[config.mk]
export PLATFORM = sky130hd
export DESIGN_NAME = wpd_front_flat
export DESIGN_NICKNAME = d
export VERILOG_FILES = /design/src/rtl/core/wpd_pkg.sv /design/src/rtl/core/wpd_req_if.sv /design/src/rtl/core/wpd_front.sv /design/src/flat_wrapper.sv
export SDC_FILE = /design/constraint.sdc
export NUM_CORES = 1
export LEC_CHECK = 0
export BUFFER_PORTS_ARGS = -buffer_cell sky130_fd_sc_hd__buf_4
export CORE_MARGIN = 1
export CORE_UTILIZATION = 40
export DETAILED_ROUTE_END_ITERATION = 7
export PLACE_DENSITY = 0.72
export SYNTH_ARGS = -nofsm -noshare
export SYNTH_HDL_FRONTEND = slang
export SYNTH_SLANG_ARGS = --single-unit
[constraint.sdc]
create_clock -name clock -period 4.07 [get_ports clock]
set_clock_uncertainty 0.05 [all_clocks]
set_input_delay 0.2035 -clock clock [delete_from_list [all_inputs] [get_ports clock]]
set_output_delay 0.2035 -clock clock [all_outputs]
set_load 0.03 [all_outputs]
[src/rtl/core/wpd_pkg.sv]
package wpd_pkg;

   localparam int FUNC_W      = 2;
   localparam int SAMPLE_W    = 24;
   localparam int BIN_IDX_W   = 12;
   localparam int CHAN_W      = 4;
   localparam int STATUS_W    = 2;
   localparam int BIN_COUNT_W = 13;
   localparam int WIDTH_W     = 47;
   localparam int FRAME_W     = 48;
   localparam int CSR_IDX_W   = 2;
   localparam int CSR_DATA_W  = 21;
   localparam int CH_CNT_W    = 5;
   localparam int WIDE_SAMPLE_W = 32;

   localparam logic [CSR_IDX_W-1:0] REG_CHANNEL_COUNT     = 2'd0;
   localparam logic [CSR_IDX_W-1:0] REG_INITIAL_BIN_WIDTH = 2'd1;

   localparam logic [CH_CNT_W-1:0]   CH_CNT_RESET = 5'd1;
   localparam logic [CSR_DATA_W-1:0] WIDTH_RESET  = 21'd480;
   localparam logic [CSR_DATA_W-1:0] WIDTH_LIMIT  = 21'd1048576;
   localparam logic [WIDTH_W-1:0]    WIDTH_SAT    = '1;
   localparam logic [FRAME_W-1:0]    FRAME_SAT    = '1;

   typedef enum logic [FUNC_W-1:0] {
      FUNC_PUSH   = 2'd0,
      FUNC_READ   = 2'd1,
      FUNC_FINISH = 2'd2,
      FUNC_NONE   = 2'd3
   } func_type;

   typedef enum logic [STATUS_W-1:0] {
      STATUS_OK       = 2'd0,
      STATUS_REJECTED = 2'd1,
      STATUS_RANGE    = 2'd2
   } status_type;

   typedef struct packed {
      func_type                         op;
      logic signed [WIDE_SAMPLE_W-1:0]  sample;
      logic [BIN_IDX_W-1:0]             bin_index;
      logic [CHAN_W-1:0]                channel;
   } req_item_type;

   typedef struct packed {
      status_type                  status;
      logic signed [SAMPLE_W-1:0]  min_value;
      logic signed [SAMPLE_W-1:0]  max_value;
      logic [BIN_COUNT_W-1:0]      bin_count;
      logic [WIDTH_W-1:0]          bin_width;
      logic [FRAME_W-1:0]          frame_total;
      logic                        complete;
   } rsp_item_type;

   typedef struct packed {
      logic                   we;
      logic [CSR_IDX_W-1:0]   index;
      logic [CSR_DATA_W-1:0]  wdata;
   } csr_write_type;

endpackage

[src/rtl/core/wpd_req_if.sv]
interface wpd_req_if import wpd_pkg::*; ();
   logic                        valid;
   logic                        ready;
   logic [FUNC_W-1:0]           func;
   logic signed [SAMPLE_W-1:0]  sample;
   logic [BIN_IDX_W-1:0]        bin_index;
   logic [CHAN_W-1:0]           channel;

   modport source (output valid, func, sample, bin_index, channel, input ready);
   modport sink   (input valid, func, sample, bin_index, channel, output ready);
endinterface

[src/rtl/core/wpd_front.sv]
module wpd_front import wpd_pkg::*; #(
   parameter int SAMPLE_BITS = 24
) (
   input  logic          clock,
   input  logic          reset,
   wpd_req_if.sink       req,
   output logic          head_valid,
   output req_item_type  head_item,
   input  logic          head_pop
);

   localparam int QUEUE_DEPTH = 2;
   localparam logic signed [WIDE_SAMPLE_W:0] SAMPLE_HI =
      (33'sd1 <<< (SAMPLE_BITS - 1)) - 33'sd1;
   localparam logic signed [WIDE_SAMPLE_W:0] SAMPLE_LO = -SAMPLE_HI - 33'sd1;

   req_item_type                   queue_ff [QUEUE_DEPTH];
   logic                           wr_ptr_ff, wr_ptr_in;
   logic                           rd_ptr_ff, rd_ptr_in;
   logic [1:0]                     count_ff, count_in;
   logic                           push;
   logic signed [WIDE_SAMPLE_W:0]  wide_sample;
   logic signed [WIDE_SAMPLE_W:0]  clamped;
   req_item_type                   item;

   // Classify and clamp the request on its way into the queue.
   always_comb begin
      wide_sample = 33'(req.sample);
      if (wide_sample > SAMPLE_HI) begin
         clamped = SAMPLE_HI;
      end else if (wide_sample < SAMPLE_LO) begin
         clamped = SAMPLE_LO;
      end else begin
         clamped = wide_sample;
      end
      item.op        = func_type'(req.func);
      item.sample    = clamped[WIDE_SAMPLE_W-1:0];
      item.bin_index = req.bin_index;
      item.channel   = req.channel;
   end

   assign req.ready  = (count_ff != 2'(QUEUE_DEPTH));
   assign push       = req.valid && req.ready;
   assign head_valid = (count_ff != 2'd0);
   assign head_item  = queue_ff[rd_ptr_ff];

   always_comb begin
      wr_ptr_in = push ? !wr_ptr_ff : wr_ptr_ff;
      rd_ptr_in = head_pop ? !rd_ptr_ff : rd_ptr_ff;
      count_in  = count_ff + 2'(push) - 2'(head_pop);
   end

   always_ff @(posedge clock) begin
      if (reset) begin
         wr_ptr_ff <= 1'b0;
         rd_ptr_ff <= 1'b0;
         count_ff  <= 2'd0;
      end else begin
         wr_ptr_ff <= wr_ptr_in;
         rd_ptr_ff <= rd_ptr_in;
         count_ff  <= count_in;
      end
   end

   always_ff @(posedge clock) begin
      if (push) begin
         queue_ff[wr_ptr_ff] <= item;
      end
   end

endmodule

[src/flat_wrapper.sv]
// flat-port wrapper written by rule: the top's interface ports become plain ports
module wpd_front_flat import wpd_pkg::*;
#(
   parameter int SAMPLE_BITS = 24
)
  (clock, reset, head_valid, head_item, head_pop, req_valid, req_func, req_sample, req_bin_index, req_channel, req_ready);
  wpd_req_if req_i ();
  input  logic clock;
  input  logic reset;
  output logic head_valid;
  output req_item_type head_item;
  input  logic head_pop;
  input wire logic [$bits(req_i.valid)-1:0] req_valid;
  input wire logic [$bits(req_i.func)-1:0] req_func;
  input wire logic [$bits(req_i.sample)-1:0] req_sample;
  input wire logic [$bits(req_i.bin_index)-1:0] req_bin_index;
  input wire logic [$bits(req_i.channel)-1:0] req_channel;
  output wire logic [$bits(req_i.ready)-1:0] req_ready;
  assign req_i.valid = req_valid;
  assign req_i.func = req_func;
  assign req_i.sample = req_sample;
  assign req_i.bin_index = req_bin_index;
  assign req_i.channel = req_channel;
  assign req_ready = req_i.ready;
  wpd_front #(.SAMPLE_BITS(SAMPLE_BITS)) u_core (.clock(clock), .reset(reset), .req(req_i), .head_valid(head_valid), .head_item(head_item), .head_pop(head_pop));
endmodule
# Word-level counts from Yosys, hierarchy flattened
# Memories as Yosys holds them, arrays and structs flattened. A register that Yosys moved wholly into a read port is not among the register bits.
# Cells that the tools add are included.
# W data, S select, Z words.
classes:
  n_addsub: 2
  n_lt_le_gt_ge: 2
  n_eq_ne: 1
  muxes: 6
  reduce_logical: 4
op_table:
  columns: ["operator", "n"]
  rows:
  - ["$mux W32", 2]
  - ["$gt A24 B24 Y1 const B", 1]
  - ["$lt A24 B24 Y1 const B", 1]
  - ["$mux W1", 4]
  - ["$add A2 B1 Y2", 1]
  - ["$logic_not A1 Y1", 2]
  - ["$ne A2 B2 Y1 const B", 1]
  - ["$reduce_bool A2 Y1", 1]
  - ["$sub A2 B1 Y2", 1]
  - ["$logic_and A1 B1 Y1", 1]
totals:
  regBits: 4
  mem_bits_rw: 100
  inputBits: 46
  output_inout_bits: 52
  elab_cells: 19
  memories: 1
mem_list:
  columns: ["memory", "words", "width", "read_ports", "rd_ports_with_merged_regs", "write_ports", "line", "rtl"]
  rows:
  - ["u_core.queue_ff", 2, 50, 1, 1, 1, "wpd_front.sv:17", "req_item_type queue_ff [QUEUE_DEPTH];"]

# Depth between registers and ports, before layout
depth:
  ltp_word: 4
  mapped_depth: 7
  ltp_nobuf: 7

# Worst setup path before layout
# Ideal clock, no wire load.
synth_path:
  path_type: "reg2reg"
  from: "register u_core.count_ff[0]"
  to: "memory u_core.queue_ff[0][0] in the netlist's numbering (enable)"
  setup_time_ns: 0.446
  arrival_ns: 2.769
  t_required_ns: 3.574
  path_slack_ns: 0.804
  path_stages_with_launch: 4
  path_buffers: 0
  period_less_slack_ns: 3.266
  path_cell_list: "dfxtp_1 nand2b_1 and2_1 nor2b_1"
synth_via:
  elab_chain_cells: 4
synth_lines:
  columns: ["item", "line", "rtl"]
  rows:
  - ["start: declaration", "wpd_front.sv:20", "logic [1:0] count_ff, count_in;"]
  - ["start signal: assignment", "wpd_front.sv:61", "count_ff <= count_in;"]
  - ["$ne A2 B2 Y1", "wpd_front.sv:42", "assign req.ready = (count_ff != 2'(QUEUE_DEPTH));"]
  - ["via req_ready", "flat_wrapper.sv:18", "output wire logic [$bits(req_i.ready)-1:0] req_ready;"]
  - ["$logic_and A1 B1 Y1", "wpd_front.sv:43", "assign push = req.valid && req.ready;"]
  - ["via u_core.push", "wpd_front.sv:21", "logic push;"]
  - ["$mux W1", "wpd_front.sv:66", "if (push) begin"]
  - ["$mux W1 (not written as such)", "wpd_front.sv:67", "queue_ff[wr_ptr_ff] <= item;"]
  - ["end: declaration", "wpd_front.sv:17", null]
# The timed path passes the listed nets, and every way through them passes these cells.

==> flow_summary.ini <==
[setup_path]
end_kind = primary output
critPathKind = register to primary output
arrival_ps = 2210
cp-start-kind = register
crit_required_ps = 3820
crit_fanout = 22
r2r_cells = 4

[global_routing]
antenna_found_initial = 0
grt_pass1_wl_mm = 8.769
grtUsageMet1_pct = 14.34
busiest_layer = met2
met3_usage_pct = 4.101
globalRouteMet2Util_pct = 20.37
first_global_vias = 1830
grt_usage_pct = 12.33
globalRouteOverflowTotal = 0
grt_max_degree = 43

[cells_and_area]
num_antenna_cells = 0
multi_input_area_um2 = 754.5
final_cell_mix = buf_4 (99), edfxtp_1 (84), dlygate4sd3_1 (43), mux2_4 (40), clkbuf_8 (9)
area_growth_pct = 34.52
final_common_cell = buf_4
nFillCells = 675
drive_gt1_share_pct = 51.94
final_cells = 418
nNetsFinal = 353
seqCellArea_um2 = 2624

[floorplan]
die_w_um = 97.10
start_util_pct = 41.48
die_area_um2 = 9427
row_count = 34
ioPinCount = 98
core-area_um2 = 8721
die_h_um = 97.10

[status]
status = finished clean

[clock_tree]
cts_buffers = 9
cts_tree = built
root_buffer = clkbuf_8
clkLatencyLatePin_ps = 340
cts_resized = 0
cts.path.max_buffers = 2
ctsHtreeMaxLevel = 3
cts_hold_buf = 43
cts_sinks = 89
post_cts_buffers = 0
path_clk_slew_ps = 80

[placed_design]
post-dp-hpwl_mm = 3.510
place.gp.congestion = 0.6291
port_buffers = 97
dp.cells = 359
dpl_worst_slack_ps = 1891

[drt]
ant_nets = 0
first_iter_violations = 56
wirelength_mm = 5.683
post-route-drc-count = 0
dr.pass1.iters = 4
vias = 1888
viasPerCell = 4.517
drt-wirelength-per-cell_um = 13.60

[synthesis]
ys_ff_latch = 89
syn_area_um2 = 3617
postSynthNetCount = 237
synth_cell_types = 21
yosysWarnings = 0
yosysSeqAreaShare_pct = 72.50
syn_inst = 189
synth.avg_cell_area_um2 = 19.14

[sta]
slew_violations = 0
maxSlewHeadroom_pct = 33.00
clock.fmax_mhz = 406.0
holdWs_ps = 63.28
setup_viol = 0
min_period_ps = 2463
worst_slew_pin_slew_ps = 1005
setup_slack_ps = 1607
hold_violations = 0
rsz0062_at_grt = false
timing.final.crit_share_pct = 60.52
tns_ps = 0

[power_and_ir_drop]
power_mw = 2.332
power_density_nw_per_um2 = 479.2
clockPowerShare_pct = 22.2
p_sw_mw = 0.6855
swShare_pct = 29.40
power.internal_mw = 1.646
peakVddDrop_v = 0.0003286
seq_power_share_pct = 50.3
p_comb_share_pct = 27.5
leakagePower_nw = 1.942

[hold_path]
min_path_cells = 3
hp-class = input pin to register

[flow_run]
drv_cap = 0
-- worst paths after layout --
kind                                               startpoint                                to  slack [ps]
worst max-delay path                                 register                     head_item[39]        1610
worst min-delay path                                req_valid     u_core.wr_ptr_ff$_SDFFE_PP0P_          60
worst max register to register  u_core.count_ff[0]$_SDFF_PP0_  u_core.queue_ff[0][34]$_DFFE_PP_        1960
worst min register to register  u_core.count_ff[1]$_SDFF_PP0_     u_core.count_ff[1]$_SDFF_PP0_         480
-- flip-flops by register name (all words and copies together) (netlist names), named ones only --
name	cells
u_core.count_ff	2
u_core.queue_ff	84
u_core.rd_ptr_ff	1
u_core.wr_ptr_ff	1
-- layout make-up --
cell class              count  share of cell area (%)
clock buffers               9                   2.546
well taps                 108                   2.777
inverters                   2                  0.1543
multi-input cells          61                   15.51
clock inverters             7                  0.9771
flip-flops and latches     89                   53.92
repair buffers            142                   24.12
-- routing by layer --
layer | wire (um) | part of all wire (%)
met3 | 355 | 6.2
met5 | 0 | 0
met2 | 2919 | 51
met4 | 121 | 2.1
met1 | 2286 | 40
-- worst max-delay path: stages, from the launching register on --
cell     delay [ps]
dfxtp_2         800
buf_4           500
mux2_4          380
buf_4           180
-- Yosys cell counts (all sizes together) --
cell type	instances	area, um2
edfxtp	84	2522
mux2	42	623.1
nor2	4	15.01
or2	1	6.260
xor2	1	8.760
clkbuf	24	90.09
buf	13	151.4
and2	2	12.51
nor2b	2	12.51
and3	1	6.260
nand2b	2	12.51
xnor2	1	8.760
inv	2	7.510
ha	2	25.02
o21ai	1	5.000
dfxtp	5	100.1
nand3	1	5.000
nor3	1	5.000
-- stage by stage --
step / area, um2 / utilization [%]
after floorplan: 3617 / -
after global placement: 4264 / 48.90
after detailed placement: 4264 / 48.90
after CTS: 4866 / 55.80
after global routing: 4866 / 55.80
final: 4866 / 55.80
-- power by group through the flow --
stage / Combinational, mW / Sequential (mW) / Clock, mW
floorplan: 0.455 / 1.18 / 0
global placement: 0.610 / 1.19 / 0
detailed placement: 0.613 / 1.20 / 0
CTS: 0.648 / 1.18 / 0.536
global route: 0.677 / 1.19 / 0.569
finish: 0.641 / 1.17 / 0.518
-- cell families after synthesis --
kind of cell,after synthesis,share of synthesized area (%)
DFF,89,72.50
muxes,42,17.23
buffers and inverters,39,6.884
and+or+nand+nor,14,2.075
xor gates and xnor gates,2,0.4843
adders and majority gates,2,0.6917
AOI/OAI and AO/OA,1,0.1382
Power figures use the tool's default switching activity.
